**src/sv/bcd_date_validator_top_defines.svh**
```systemverilog
// ----------------------------------------------------------------------------
// bcd date validator assertion macros
// shared concurrent check helpers for the date validator rtl
// ----------------------------------------------------------------------------
`ifndef BCD_DATE_VALIDATOR_TOP_DEFINES_SVH
`define BCD_DATE_VALIDATOR_TOP_DEFINES_SVH

// same-cycle implication
`define BDV_ASSERT_IMPLIES(lbl, clk, rstn, ante, cons) \
  lbl: assert property (@(posedge clk) disable iff (!rstn) (ante) |-> (cons)) \
    else $error("bdv assertion failed");

// next-cycle implication
`define BDV_ASSERT_NEXT(lbl, clk, rstn, ante, cons) \
  lbl: assert property (@(posedge clk) disable iff (!rstn) (ante) |=> (cons)) \
    else $error("bdv assertion failed");

`endif

```
**src/sv/bdv_pkg.sv**
```systemverilog
// ----------------------------------------------------------------------------
// bdv_pkg
// types, constants and helpers for the packed-bcd date validator
// ----------------------------------------------------------------------------
`timescale 1ns / 1ps
`default_nettype none

package bdv_pkg;

  localparam int unsigned LenW  = 3;
  localparam int unsigned ByteW = 8;

  localparam logic [LenW-1:0] LenShort = 3'd3;  // yy mm dd
  localparam logic [LenW-1:0] LenLong  = 3'd4;  // yyyy mm dd

  localparam logic [3:0] DigitLimit = 4'd10;
  localparam logic [3:0] MonthFeb   = 4'd2;
  localparam logic [3:0] MonthMax   = 4'd12;

  typedef struct packed {
    logic [LenW-1:0]  len;
    logic [ByteW-1:0] b0;
    logic [ByteW-1:0] b1;
    logic [ByteW-1:0] b2;
    logic [ByteW-1:0] b3;
  } date_word_t;

  // both nibbles below ten
  function automatic logic bcd_ok(input logic [ByteW-1:0] b);
    return (b[7:4] < DigitLimit) && (b[3:0] < DigitLimit);
  endfunction

  // binary value of a packed bcd byte, 0..165 for any pattern
  function automatic logic [7:0] bcd_val(input logic [ByteW-1:0] b);
    return 8'({b[7:4], 3'b000} + {2'b00, b[7:4], 1'b0} + {4'h0, b[3:0]});
  endfunction

  // days in month, february at its leap length
  function automatic logic [4:0] month_len(input logic [3:0] m);
    logic [4:0] d;
    unique case (m)
      4'd2:                      d = 5'd29;
      4'd4, 4'd6, 4'd9, 4'd11:   d = 5'd30;
      default:                   d = 5'd31;
    endcase
    return d;
  endfunction

endpackage

`default_nettype wire

```
**src/sv/bdv_check.sv**
```systemverilog
// ----------------------------------------------------------------------------
// bdv_check
// combinational validity check of one registered date word
// ----------------------------------------------------------------------------
`timescale 1ns / 1ps
`default_nettype none

module bdv_check (
  input  bdv_pkg::date_word_t word_i,
  output logic                ok_o
);

  logic                       len_ok;
  logic [bdv_pkg::ByteW-1:0]  yh, yl, mo, dy;
  logic [7:0]                 yh_v, yl_v, mo_v, dy_v;
  logic                       digits_ok;
  logic                       leap;
  logic                       month_ok;
  logic [4:0]                 max_day;

  always_comb begin
    len_ok = (word_i.len == bdv_pkg::LenShort) || (word_i.len == bdv_pkg::LenLong);
    if (word_i.len == bdv_pkg::LenLong) begin
      yh = word_i.b0;
      yl = word_i.b1;
      mo = word_i.b2;
      dy = word_i.b3;
    end else begin
      yh = '0;
      yl = word_i.b0;
      mo = word_i.b1;
      dy = word_i.b2;
    end
  end

  assign digits_ok = bdv_pkg::bcd_ok(yh) && bdv_pkg::bcd_ok(yl) &&
                     bdv_pkg::bcd_ok(mo) && bdv_pkg::bcd_ok(dy);

  assign yh_v = bdv_pkg::bcd_val(yh);
  assign yl_v = bdv_pkg::bcd_val(yl);
  assign mo_v = bdv_pkg::bcd_val(mo);
  assign dy_v = bdv_pkg::bcd_val(dy);

  // year = hi*100 + lo, and 100 is a multiple of 4: the century rule
  // reduces to the high part when the low part is zero
  assign leap = (yl_v == 8'd0) ? (yh_v[1:0] == 2'b00) : (yl_v[1:0] == 2'b00);

  assign month_ok = (mo_v != 8'd0) && (mo_v <= {4'h0, bdv_pkg::MonthMax});

  always_comb begin
    max_day = bdv_pkg::month_len(mo_v[3:0]);
    if ((mo_v[3:0] == bdv_pkg::MonthFeb) && !leap) begin
      max_day = 5'd28;
    end
  end

  assign ok_o = len_ok && digits_ok && month_ok &&
                (dy_v != 8'd0) && (dy_v <= {3'b000, max_day});

endmodule

`default_nettype wire

```
**src/sv/bcd_date_validator_top.sv**
```systemverilog
// ----------------------------------------------------------------------------
// bcd_date_validator_top
// packed-bcd calendar date validator, one date word per cycle
// ----------------------------------------------------------------------------
// usage:
//   a date word (length plus four bcd bytes) is taken at a rising edge where
//   start_i is high and busy_o is low. length 4 reads yyyy mm dd from bytes
//   0..3, length 3 reads yy mm dd from bytes 0..2 with the century as zero.
//   the verdict appears on date_ok_o, marked by done_o for one cycle, once the
//   word has passed through both register stages: one input register stage
//   and one result register stage, with the check logic between them.
//   throughput is one word per cycle; words follow each other back to back
//   and results come out in the same order.
//   busy_o is high during reset and for the first cycle after it, and low
//   from then on. reset clears the valid flags of both stages, so no result
//   is strobed for a word caught in flight.
//   the receiver cannot stall: every done_o pulse is the one and only chance
//   to take that result.
// ----------------------------------------------------------------------------
`timescale 1ns / 1ps
`default_nettype none
`include "bcd_date_validator_top_defines.svh"

module bcd_date_validator_top (
  input  logic                      clk_i,
  input  logic                      rst_ni,
  input  logic                      start_i,
  output logic                      busy_o,
  input  logic [bdv_pkg::LenW-1:0]  date_length_i,
  input  logic [bdv_pkg::ByteW-1:0] date_byte0_i,
  input  logic [bdv_pkg::ByteW-1:0] date_byte1_i,
  input  logic [bdv_pkg::ByteW-1:0] date_byte2_i,
  input  logic [bdv_pkg::ByteW-1:0] date_byte3_i,
  output logic                      done_o,
  output logic                      date_ok_o
);

  logic                busy_q;
  logic                in_valid_q, in_valid_d;
  bdv_pkg::date_word_t word_q, word_d;
  logic                done_q, done_d;
  logic                ok_q, ok_d;
  logic                accept;
  logic                check_ok;

  assign accept = start_i && !busy_q;

  assign in_valid_d = accept;
  assign word_d     = '{len: date_length_i, b0: date_byte0_i, b1: date_byte1_i,
                        b2: date_byte2_i, b3: date_byte3_i};

  always_ff @(posedge clk_i or negedge rst_ni) begin
    if (!rst_ni) begin
      busy_q     <= 1'b1;
      in_valid_q <= 1'b0;
      done_q     <= 1'b0;
    end else begin
      busy_q     <= 1'b0;
      in_valid_q <= in_valid_d;
      done_q     <= done_d;
    end
  end

  // payload registers, no reset needed
  always_ff @(posedge clk_i) begin
    if (accept) begin
      word_q <= word_d;
    end
    if (in_valid_q) begin
      ok_q <= ok_d;
    end
  end

  bdv_check u_check (
    .word_i (word_q),
    .ok_o   (check_ok)
  );

  assign done_d = in_valid_q;
  assign ok_d   = check_ok;

  assign busy_o    = busy_q;
  assign done_o    = done_q;
  assign date_ok_o = ok_q;

  // an accepted word reaches the check stage next cycle
  `BDV_ASSERT_NEXT(a_accept_to_check, clk_i, rst_ni, accept, in_valid_q)
  // every result strobe is preceded by a word in the check stage
  `BDV_ASSERT_IMPLIES(a_done_has_src, clk_i, rst_ni, done_o, $past(in_valid_q))
  // a passing verdict needs a legal length in the word that produced it
  `BDV_ASSERT_IMPLIES(a_ok_len, clk_i, rst_ni, done_o && date_ok_o,
    $past(word_q.len == bdv_pkg::LenShort) || $past(word_q.len == bdv_pkg::LenLong))

endmodule

`default_nettype wire
```
**config.mk**
```make
export PLATFORM = sky130hd
export DESIGN_NAME = bcd_date_validator_top
export DESIGN_NICKNAME = d
export VERILOG_FILES = /design/src/sv/bdv_pkg.sv /design/src/sv/bdv_check.sv /design/src/sv/bcd_date_validator_top.sv
export VERILOG_INCLUDE_DIRS = /design/src /design/src/sv
export SDC_FILE = /design/constraint.sdc
export NUM_CORES = 1
export LEC_CHECK = 0
export BUFFER_PORTS_ARGS = -buffer_cell sky130_fd_sc_hd__buf_2
export CORE_MARGIN = 4
export CORE_UTILIZATION = 40
export DETAILED_ROUTE_END_ITERATION = 12
export HOLD_SLACK_MARGIN = 0.1
export MAX_ROUTING_LAYER = met4
export SLEW_MARGIN = 10
export SYNTH_ARGS = -nofsm -noshare
export SYNTH_HDL_FRONTEND = slang
export SYNTH_HIERARCHICAL = 1
export SYNTH_SLANG_ARGS = --single-unit
```
**constraint.sdc**
```tcl
create_clock -name clk_i -period 4.7 [get_ports clk_i]
set_input_delay 1.41 -clock clk_i [delete_from_list [all_inputs] [get_ports clk_i]]
set_output_delay 1.41 -clock clk_i [all_outputs]
set_load 0.01 [all_outputs]
```
**Word-level counts from Yosys, hierarchy flattened**

Index checks and enable logic that the tools add are counted.

- Add/sub/neg operators: 8
- Magnitude comparators: 10
- Equal/unequal tests: 7
- Muxes and demuxes: 7
- Reductions and logical operators: 23

Operators with widths:

| operator | count |
|---|---|
| $lt A4 B4 Y1 const B | 8 |
| $mux W8 | 4 |
| $add A7 B5 Y8 | 3 |
| $add A8 B4 Y8 | 3 |
| $reduce_bool A8 Y1 | 2 |
| $logic_and A1 B1 Y1 | 14 |
| $eq A4 B3 Y1 const B | 2 |
| $eq A4 B4 Y1 const B | 2 |
| $le A8 B4 Y1 const B | 1 |
| $le A8 B5 Y1 | 1 |
| $logic_not A8 Y1 | 1 |
| $eq A4 B2 Y1 const B | 1 |
| $logic_not A2 Y1 | 2 |
| $pmux W2 S2 | 1 |
| $reduce_or A4 Y1 | 1 |
| $eq A3 B2 Y1 const B | 1 |
| $eq A3 B3 Y1 const B | 1 |
| $add A1 B2 Y2 const A | 1 |
| $add A2 B2 Y2 | 1 |
| $logic_not A1 Y1 | 2 |
| $mux W2 | 1 |
| $logic_or A1 B1 Y1 | 1 |
| $mux W1 | 1 |

- Register bits: 39
- Input port bits: 38
- Logic and storage cells: 64

**Depth between registers and ports, before layout**

Gate-level depths: netlist (run 1).

- Word-level depth: 11
- Mapped depth: 18
- Depth with buffers taken out: 17

**Cells and area by module**

The synthesis (run 1) kept the hierarchy.

Modules (own cells, without submodules):

| module | times used | cells an instance | area an instance (um^2) |
|---|---|---|---|
| bcd_date_validator_top | 1 | 41 | 1174.9 |
| bdv_check | 1 | 124 | 1061.0 |

**Worst setup path before layout (run 1)**

Ideal clock, no wire load.

- Path kind: register -> register
- Start: reg word_q[33] in the netlist's numbering
- End: reg ok_q (netlist: date_ok_o), data pin
- Setup time: 0.256 ns
- Arrival time: 3.955 ns
- Data required time: 4.444 ns
- Path slack: 0.489 ns
- Cell stages (with the launch flop): 19
- Path buffers: 2
- Period minus slack after synthesis: 4.211 ns
- Cell sequence: edfxtp_1 > nor3b_1 > buf_2 > buf_2 > mux2_2 > ha_1 > ha_1 > fa_1 > and2_1 > a21oi_1 > nor3_1 > o31a_1 > a31oi_1 > ha_1 > nand2_1 > nand4b_1 > o21ai_0 > a2111oi_0 > and4_1

- Cells in the longest elaborated chain, start to end: 11
- Elaborated cells on any way between the ends: 53
- Those cells by class: 8 x add/sub; 10 x order compare; 7 x eq/ne; 7 x mux; 21 x reduce/logical

Ends and longest elaborated chain:

| item | line | RTL |
|---|---|---|
| start: declaration | bcd_date_validator_top.sv:40 | `bdv_pkg::date_word_t word_q, word_d;` |
| start signal: assignment | bcd_date_validator_top.sv:67 | `word_q <= word_d;` |
| branches (longest 10 deep; another with $add A7 B5 Y8) | n/a |  |
| $logic_and A1 B1 Y1 * | bdv_check.sv:58 | `(dy_v != 8'd0) && (dy_v <= {3'b000, max_day});` |
| named net check_ok | bcd_date_validator_top.sv:44 | `logic check_ok;` |
| end signal: assignment | bcd_date_validator_top.sv:70 | `ok_q <= ok_d;` |
| end: declaration | bcd_date_validator_top.sv:42 | `logic ok_q, ok_d;` |

Mark *: on every way through the listed nets, which the timed path passes.
A chain may end at the register's enable or synchronous reset.

**Final worst setup path (run 1)**

Same ends and word-level chain as after synthesis.

==> out/qor.yml, run 1 <==
setup_viol_count_final: 0
vias_per_cell: 5.068
arrival_ps: 4280
mostFrequentLayoutCell: "buf_2"
cts_max_level: 2
synth.net_count: 232
start_kind: "register"
chipHeight_um: 82.77
synthCells: 165
drt_pass1_iterations: 4
worstSetupPathType: "reg2reg"
rsz0062_at_grt: "false"
cts-root-buf: "clkbuf_8"
synth_area_um2: 2236
synth_ff_type: "edfxtp_1"
cts_tree: "built"
io_pins: 41
power_density_nw_per_um2: 288.8
fmax_mhz: 236.1
avgSynthCellArea_um2: 13.55
grt-ovfl-total: 0
final_cell_mix: "buf_2, edfxtp_1, ha_1, mux2_2, inv_1"
clockPowerShare_pct: 28.1
vias: 1424
slew_headroom_pct: 35.23
ys_ff_latch: 39
die_w_um: 82.77
status: "finished, final reports clean"
layout.nets: 277
crit_fanout: 30
syn_to_final_growth_pct: 16.40
wl_per_cell_um: 15.04
regArea_um2: 1157
core_area_um2: 5270
postCtsResizedCells: 0
grt_antenna_before_repair: 0
synth_top_area_share_pct: 48.35
cap_violations: 0
whs_path_depth: 0
synth-edff-count: 36
r2r-start: "word_q[33]"
fp-row-count: 26
place_hpwl_mm: 3.397
period_share_pct: 90.12
ir_worst_vdd_mv: 0.1792
gr-usage-all-layers_pct: 14.29
drive_gt1_share_pct: 32.23
synth-async-reset-ratio_pct: 7.692
layout.cells.non_filler: 281
end_kind: "register"
clk_pin_slew_ps: 70
die_area_um2: 6850
switching_share_pct: 24.56
grt_pass1_wl_mm: 6.989
yosysTopAreaCell: "edfxtp_1"
remaining_drc_errors: 0
clockBufferDepth: 2
seq_power_share_pct: 54.0
place_ws_ps: 475.3
p_comb_share_pct: 17.9
final_util_pct: 49.38
n_antenna_cell: 0
fin_crit_ps: 4236
grt_max_degree: 37
critPathMaxStageDelay_ps: 440
clock-sinks: 39
multi_input_area_um2: 1012
hold_buffers: 0
ys_seq_area_share_pct: 51.76
min-delay-start: "done_d"
fill_cells: 499
reg2reg_depth: 17
worst_slack_ps: 464.3
p_int_uw: 567.0
leakage_uw: 0.001064
dpl.cell_count: 273
worstPathCellList: "nor3b_2, buf_4, mux2i_1, xor2_1, ha_1, fa_1, and2_1, a21oi_1, nor3_1, o31a_1, a31oi_1, ha_1, nand2_1, nand4b_1, o21ai_0, a2111oi_0, and4_1"
finalWirelength_mm: 4.225
finalWeightedCongestion: 0.8018
yosysWarnings: 6
hold_viol: 0
worst_pin_slew_ps: 969.5
slew_viol_final: 0
min_path_type: "reg2reg"
numCtsBuffers: 5
p_switching_uw: 184.6
critPathSlowestCell: "fa_1"
place.port_buffers: 40
finClkSkew_ps: 2.919
clock_latency_ps: 290
synthTopCellsByArea: "edfxtp_1, ha_1, mux2_2, fa_1, mux2i_1"
p_total_uw: 751.6
drtIter0Drc: 55
cts_setup_buffers: 0
synth.distinct_cells: 36
postRouteAntennaNets: 0
worstPathRequired_ps: 4740
cpMostUsedCell: "ha_1"
initial_core_util_pct: 42.43
critPathLaunch: "word_q[33]"
grt_pass1_vias: 1528
tns_ps: 0
state kept, by name, indices dropped and copies added, names as in the netlist:
signal / flops
done_o: 1
date_ok_o: 1
busy_o: 1
word_q: 35
done_d: 1
power by group through the flow:
| stage | Combinational, uW | Clock [uW] | Sequential, uW |
|---|---|---|---|
| 5_1_grt | 156 | 234 | 408 |
| 3_3_place_gp | 128 | 0 | 413 |
| 3_5_place_dp | 134 | 0 | 414 |
| 4_1_cts | 136 | 218 | 406 |
| 6_report | 134 | 211 | 406 |
| 2_1_floorplan | 93.8 | 0 | 410 |
cells by family after synthesis:
group | Yosys count | share of synthesized area [%]
buffers and inverters | 18 | 3.189
AOI/OAI and AO/OA | 22 | 5.876
and+or+nand+nor | 28 | 7.723
DFF | 39 | 51.76
xor gates and xnor gates | 3 | 1.175
adders and majority gates | 29 | 17.91
other | 1 | 0.1677
muxes | 25 | 12.20
Yosys cell counts (2+ instances only):
master     n
edfxtp_1  36
ha_1      24
mux2_2    18
inv_1     15
o21ai_0    8
mux2i_1    7
a21oi_1    6
fa_1       5
nand2_1    5
nor2_1     4
buf_2      3
nor3b_1    3
a31oi_1    2
dfrtp_1    2
nand3_1    2
nand4b_1   2
nor3_1     2
or4_1      2
xor2_1     2
layout make-up:
| class | count | share of cell area [%] |
|---|---|---|
| Sequential cell | 39 | 44.47 |
| Multi-Input combinational cell | 108 | 38.89 |
| Timing Repair Buffer | 41 | 7.981 |
| Tap cell | 70 | 3.365 |
| Clock buffer | 7 | 2.933 |
| Inverter | 15 | 2.163 |
| Clock inverter | 1 | 0.1923 |
routing by layer:
| metal | vias to the layer above | track usage [%] | part of all wire (%) |
|---|---|---|---|
| met5 | - | - | 0 |
| li1 | 706 | - | - |
| met4 | 0 | 6.863 | 2.1 |
| met2 | 29 | 23.40 | 51 |
| met3 | 7 | 3.037 | 3.8 |
| met1 | 682 | 16.74 | 43 |
stage by stage:
stage          hold WS, ps  area (um^2)
6_report             394.7         2603
5_1_grt              420.8         2603
4_1_cts              397.2         2603
3_5_place_dp         381.1         2521
3_3_place_gp         382.9         2521
2_1_floorplan        362.2         2236
path summary, 6_finish.rpt:
path / endpoint / slack (ps)
worst max-delay path: date_ok_o / 460
worst min-delay path: done_o / 390
worst max register to register: date_ok_o / 460
worst min register to register: done_o / 390
max in group asynchronous: busy_o / 3600
min in group asynchronous: done_d / 900
worst max-delay path, delay by kind of cell (launching register included):
kind	cells	cell delay [ps]
buffers and inverters	1	370
muxes	1	370
DFF	1	410
AOI/OAI and AO/OA	5	890
adders and majority gates	3	990
and+or+nand+nor	6	760
xor gates and xnor gates	1	200
No activity file was read; power rests on OpenSTA's default activity.
==> run 2, diff against run 1 <==
--- a/config.mk
+++ b/config.mk
@@ -6,6 +6,7 @@
 export SDC_FILE = /design/constraint.sdc
 export NUM_CORES = 1
 export LEC_CHECK = 0
+export ABC_AREA = 1
 export BUFFER_PORTS_ARGS = -buffer_cell sky130_fd_sc_hd__buf_2
 export CORE_MARGIN = 4
 export CORE_UTILIZATION = 40
==> run 2 against run 1 <==
Register-to-register slack improved by 440 ps; clock-buffer cell count decreased by 2; sequential share of layout area decreased by 4.7 points; fmax increased by 11%; critical path depth increased by 7; non-clock buffer count unchanged; power increased by 3.7%; via count increased by 26%; cell count increased by 45%; global-route usage decreased by 0.71 points; core utilization decreased by 1.4 points.
==> out/qor.yml, run 2 <==
status: "finished, final reports clean"  # unchanged
rrSetupSlack_ps: 900  # was 460 ps
vias: 1799  # was 1,424
slew_viol_final: 0  # unchanged
cts_setup_buffers: 0  # unchanged
cts-root-buf: "clkbuf_8"  # unchanged
grt_pass1_vias: 1729  # was 1,528
crit_buf_inv: 1  # unchanged
min_to: "done_o"  # unchanged
fin_crit_ps: 3800  # was 4236 ps
clk_pin_slew_ps: 70  # about the same
critPathLaunch: "word_q[33]"  # unchanged
worstPathRequired_ps: 4750  # was 4740 ps
critPathSlowestCell: "fa_1"  # unchanged
yosysTopAreaCell: "edfxtp_1"  # unchanged
clock_latency_ps: 280  # was 290 ps
hold_slack_ps: 441.8  # was 394.7 ps
vias_per_cell: 4.420  # was 5.068
arrival_ps: 3850  # was 4280 ps
synth_area_um2: 2562  # was 2236 um^2
cts_tree: "built"  # unchanged
synth-async-reset-ratio_pct: 7.692  # unchanged
period_share_pct: 80.85  # was 90.12%
grt-ovfl-total: 0  # unchanged
min-delay-start: "done_d"  # unchanged
worstPathCellList: "nor2_4, nand2_4, o21ai_1, xnor2_1, inv_1, ha_1, fa_1, nor2_1, nand2_1, nor2_1, nand3_1, nand2_1, nand2_1, nand2_1, a21oi_1, ha_1, nand2_1, nand2_1, nor2_1, nor2_1, nand2_1, nor2_1, nand3_1, nor2_1"  # was nor3b_2, buf_4, mux2i_1, xor2_1, ha_1, fa_1, and2_1, a21oi_1, nor3_1, o31a_1, a31oi_1, ha_1, nand2_1, nand4b_1, o21ai_0, a2111oi_0, and4_1
start_kind: "register"  # unchanged
clock-sinks: 39  # unchanged
core_area_um2: 6061  # was 5270 um^2
numCtsBuffers: 5  # unchanged
critPathMaxStageDelay_ps: 490  # was 440 ps
synthTopCellsByArea: "edfxtp_1, ha_1, nand2_1, inv_1, fa_1"  # was edfxtp_1, ha_1, mux2_2, fa_1, mux2i_1
chipHeight_um: 88.04  # was 82.77 um
reg2reg_depth: 24  # was 17
avgSynthCellArea_um2: 8.928  # was 13.55 um^2
drive_gt1_share_pct: 20.48  # was 32.23%
grt_max_degree: 41  # was 37
rsz0062_at_grt: "false"  # unchanged
synth-edff-count: 36  # unchanged
initial_core_util_pct: 42.28  # was 42.43%
grt_pass1_wl_mm: 7.672  # was 6.989 mm
place.port_buffers: 40  # unchanged
drtIter0Drc: 60  # was 55
cap_violations: 0  # unchanged
power_density_nw_per_um2: 267.8  # was 288.8 nW/um^2
clockBufferDepth: 2  # unchanged
r2r-start: "word_q[33]"  # unchanged
grt_antenna_before_repair: 0  # unchanged
min_path_type: "reg2reg"  # unchanged
synth_top_area_share_pct: 42.19  # was 48.35%
postCtsResizedCells: 0  # unchanged
cpMostUsedCell: "nand2_1"  # was ha_1
die_w_um: 88.04  # was 82.77 um
hold_buffers: 0  # unchanged
io_pins: 41  # unchanged
hold_viol: 0  # unchanged
fmax_mhz: 263.1  # was 236.1 MHz
ys_ff_latch: 39  # unchanged
synthTopCellsByCount: "nand2_1, inv_1, edfxtp_1, ha_1, nor2_1"  # was edfxtp_1, ha_1, mux2_2, inv_1, o21ai_0
crit_fanout: 40  # was 30
largest_register_ffs: 35  # unchanged
finalWeightedCongestion: 0.8522  # was 0.8018
leakage_uw: 0.001509  # was 0.001064 uW
largest-register: "word_q"  # unchanged
mostFrequentLayoutCell: "nand2_1"  # was buf_2
synth.distinct_cells: 30  # was 36
fp-row-count: 28  # was 26
finalWirelength_mm: 4.605  # was 4.225 mm
remaining_drc_errors: 0  # unchanged
syn_to_final_growth_pct: 13.53  # was 16.40%
tns_ps: 0  # unchanged
postRouteAntennaNets: 0  # unchanged
whs_path_depth: 0  # unchanged
die_area_um2: 7751  # was 6850 um^2
layout.nets: 398  # was 277
wl_per_cell_um: 11.31  # was 15.04 um
end_kind: "register"  # unchanged
ys_seq_area_share_pct: 45.17  # was 51.76%
synth_ff_type: "edfxtp_1"  # unchanged
drt_pass1_iterations: 4  # unchanged
gr-usage-all-layers_pct: 13.58  # was 14.29%
setup_viol_count_final: 0  # unchanged
yosysMostFrequentCell: "nand2_1"  # was edfxtp_1
worstSetupPathType: "reg2reg"  # unchanged
cts_max_level: 2  # unchanged
ir_worst_vdd_mv: 0.2196  # was 0.1792 mV
n_antenna_cell: 0  # unchanged
synthCells: 287  # was 165
worst_r2r_endpoint: "date_ok_o"  # unchanged
final_cell_mix: "nand2_1, inv_1, buf_2, edfxtp_1, ha_1"  # was buf_2, edfxtp_1, ha_1, mux2_2, inv_1
synth.net_count: 354  # was 232
yosysWarnings: 6  # unchanged
finClkSkew_ps: 5.264  # was 2.919 ps
place_hpwl_mm: 3.837  # was 3.397 mm
crit_family: "simple AND/OR/NAND/NOR gates"  # was adder cells
[run 2: power by group]
group          internal, uW  switching [uW]
Combinational          70.7            97.9
Sequential              397            8.22
Clock                   100             105
[run 2: cell families after synthesis]
kind of cell	after synthesis	synth area share, %
compound gates	29	7.666
xor+xnor	1	0.3419
fa+ha+maj	29	15.63
buf+inv	72	11.47
flops	39	45.17
other cells	1	0.1463
simple gates	116	19.58
[run 2: worst max path at each step]
stage | endpoint | slack (ps) | depth (start not counted)
final | date_ok_o | 900 | 24
after global routing | date_ok_o | 550 | 24
after CTS | date_ok_o | 910 | 24
after detailed placement | date_ok_o | 930 | 24
after global placement | date_ok_o | 1020 | 18
after floorplan | date_ok_o | 1200 | 20
[run 2: through the flow]
step / std cells / total power [uW] / area (um^2) / utilization, % / setup slack (ps)
2_1_floorplan: 287 / 536.2 / 2562 / - / 1200
3_3_place_gp: 399 / 579.8 / 2825 / 46.61 / 1019
3_5_place_dp: 399 / 582.2 / 2825 / 46.61 / 933.1
4_1_cts: 407 / 792.0 / 2909 / 48.00 / 911.1
5_1_grt: 407 / 836.0 / 2909 / 48.00 / 550.5
6_report: 407 / 779.1 / 2909 / 48.00 / 899.9
[run 2: layout make-up]
class | instances | area (um^2)
Inverter | 68 | 255.2
Fill cell | 598 | 3152
Multi-Input combinational cell | 176 | 1111
Timing Repair Buffer | 41 | 207.7
Clock buffer | 5 | 68.82
Clock inverter | 3 | 15.01
Sequential cell | 39 | 1157
Tap cell | 75 | 93.84
[run 2: routing by layer]
layer	global-route usage (%)	part of all wire (%)
met5	-	0
met4	4.533	1.6
met3	2.540	4.1
met2	21.58	46
met1	17.51	48
==> run 3, diff against run 2 <==
==> constraint.sdc (replaced) <==
create_clock -name clk_i -period 3.6 [get_ports clk_i]
set_input_delay 1.08 -clock clk_i [delete_from_list [all_inputs] [get_ports clk_i]]
set_output_delay 1.08 -clock clk_i [all_outputs]
set_load 0.01 [all_outputs]
==> run 3 against run 2 <==
Non-clock buffer count increased by 14; combinational power grew 53%; clock-buffer cell count rose by 1; clock power increased by 72%; routed wire length increased by 13%; final area up 9.1%; fmax rose by 8.0%; setup slack lost 820 ps; critical path type unchanged.
==> out/qor.yml, run 3 (same netlist as run 2, synthesis figures left out) <==
hold_buffers: 0  # unchanged
start_kind: "register"  # unchanged
syn_to_final_growth_pct: 23.83  # was 13.53%
finalWirelength_mm: 5.209  # was 4.605 mm
min_path_type: "reg2reg"  # unchanged
grt-ovfl-total: 0  # unchanged
fill_cells: 573  # was 598
critPathMaxStageDelay_ps: 590  # was 490 ps
core_area_um2: 6061  # unchanged
drt_pass1_iterations: 4  # unchanged
place_ws_ps: 32.76  # was 933.1 ps
worst_r2r_endpoint: "date_ok_o"  # unchanged
grt_antenna_before_repair: 0  # unchanged
initial_core_util_pct: 42.28  # unchanged
hold_viol: 0  # unchanged
slew_viol_final: 0  # unchanged
fp-row-count: 28  # unchanged
wl_per_cell_um: 12.34  # was 11.31 um
drive_gt1_share_pct: 28.82  # was 20.48%
rsz0062_at_grt: "true"  # was false
vias_per_cell: 4.519  # was 4.420
ir_worst_vdd_mv: 0.3210  # was 0.2196 mV
crit_fanout: 7  # was 40
cap_violations: 0  # unchanged
fin_crit_ps: 3518  # was 3800 ps
drtIter0Drc: 103  # was 60
n_antenna_cell: 0  # unchanged
grt_pass1_wl_mm: 8.148  # was 7.672 mm
largest-register: "word_q"  # unchanged
reg2reg_depth: 19  # was 24
io_pins: 41  # unchanged
vias: 1907  # was 1,799
largest_register_ffs: 35  # unchanged
rrSetupSlack_ps: 80  # was 900 ps
place.port_buffers: 40  # unchanged
min_to: "done_o"  # unchanged
cpMostUsedCell: "nor2_1"  # was nand2_1
status: "finished, final reports clean"  # unchanged
remaining_drc_errors: 0  # unchanged
power_density_nw_per_um2: 359.4  # was 267.8 nW/um^2
numCtsBuffers: 5  # unchanged
clockBufferDepth: 2  # unchanged
worst_slack_ps: 82.38  # was 899.9 ps
dpl.cell_count: 406  # was 399
layout.cells.non_filler: 422  # was 407
grt_pass1_vias: 1856  # was 1,729
clock_latency_ps: 290  # was 280 ps
worstPathCellList: "nor2_4, nand2_8, buf_4, o21ai_1, inv_1, fa_1, fa_2, nand2_2, nor3_4, a21oi_2, ha_1, nand2_1, nand2_1, nor2_1, nor2_1, nand2_1, nor2_1, nand3_1, nor2_1"  # was nor2_4, nand2_4, o21ai_1, xnor2_1, inv_1, ha_1, fa_1, nor2_1, nand2_1, nor2_1, nand3_1, nand2_1, nand2_1, nand2_1, a21oi_1, ha_1, nand2_1, nand2_1, nor2_1, nor2_1, nand2_1, nor2_1, nand3_1, nor2_1
cts-root-buf: "clkbuf_8"  # unchanged
end_kind: "register"  # unchanged
postRouteAntennaNets: 0  # unchanged
arrival_ps: 3570  # was 3850 ps
die_w_um: 88.04  # unchanged
place_hpwl_mm: 4.029  # was 3.837 mm
worstSetupPathType: "reg2reg"  # unchanged
clock-sinks: 39  # unchanged
finalWeightedCongestion: 0.8269  # was 0.8522
gr-usage-all-layers_pct: 14.23  # was 13.58%
finClkSkew_ps: 2.813  # was 5.264 ps
critPathSlowestCell: "fa_2"  # was fa_1
chipHeight_um: 88.04  # unchanged
cts_max_level: 2  # unchanged
leakage_uw: 0.001595  # was 0.001509 uW
r2r-start: "word_q[32]"  # was word_q[33]
min-delay-start: "done_d"  # unchanged
crit_buf_inv: 2  # was 1
grt_max_degree: 37  # was 41
worstPathRequired_ps: 3650  # was 4750 ps
die_area_um2: 7751  # unchanged
cts_tree: "built"  # unchanged
period_share_pct: 97.71  # was 80.85%
final_cell_mix: "nand2_1, inv_1, buf_2, edfxtp_1, ha_1"  # unchanged
layout.nets: 413  # was 398
fmax_mhz: 284.3  # was 263.1 MHz
whs_path_depth: 0  # unchanged
crit_family: "adder cells"  # was simple AND/OR/NAND/NOR gates
setup_viol_count_final: 0  # unchanged
clk_pin_slew_ps: 70  # about the same
mostFrequentLayoutCell: "nand2_1"  # unchanged
[run 3: worst max-delay path by stage]
stage	slack, ps	start	depth (start not counted)	to
2_1_floorplan	100	word_q[33]	20	date_ok_o
3_3_place_gp	80	word_q[33]	19	date_ok_o
3_5_place_dp	30	word_q[33]	19	date_ok_o
4_1_cts	20	word_q[33]	19	date_ok_o
5_1_grt	-170	word_q[32]	29	date_ok_o
6_report	80	word_q[32]	19	date_ok_o
[run 3: per-stage QoR]
stage               hold WS (ps)  TNS (ps)  area, um^2  util [%]  power [uW]
floorplan                  362.2         0        2562         -       700.0
global placement           443.8         0        2878     47.48       760.5
detailed placement         441.8         0        2878     47.48       766.5
CTS                        459.4         0        2988     49.30        1123
global route               472.5    -174.6        3173     52.35        1216
finish                     448.6         0        3173     52.35        1140
[run 3: cell type report]
class | instances | area, um^2 | share of cell area (%)
inverters | 68 | 255.2 | 8.044
multi-input cells | 177 | 1232 | 38.84
repair buffers | 55 | 324.1 | 10.21
clock inverters | 2 | 37.54 | 1.183
clock buffers | 6 | 72.57 | 2.287
flip-flops and latches | 39 | 1157 | 36.47
well taps | 75 | 93.84 | 2.957
[run 3: what timing repair did]
item	CTS	global route
hold endpoints to repair	0	0
buffers inserted	0	7
setup endpoints to repair	0	1
resized for setup	0	27
[run 3: report_power, final]
part	switching [uW]	total, uW	internal (uW)
combinational	145	259	114
clock	146	352	207
sequential	10.8	529	518
[run 3: per-layer routing]
| metal | wire (um) | vias to the layer above | share of wire [%] | track usage (%) |
|---|---|---|---|---|
| li1 | - | 1009 | - | - |
| met1 | 2516 | 856 | 48 | 18.80 |
| met2 | 2487 | 36 | 48 | 22.26 |
| met3 | 134 | 6 | 2.6 | 2.540 |
| met4 | 70 | 0 | 1.3 | 4.533 |
| met5 | 0 | - | 0 | - |
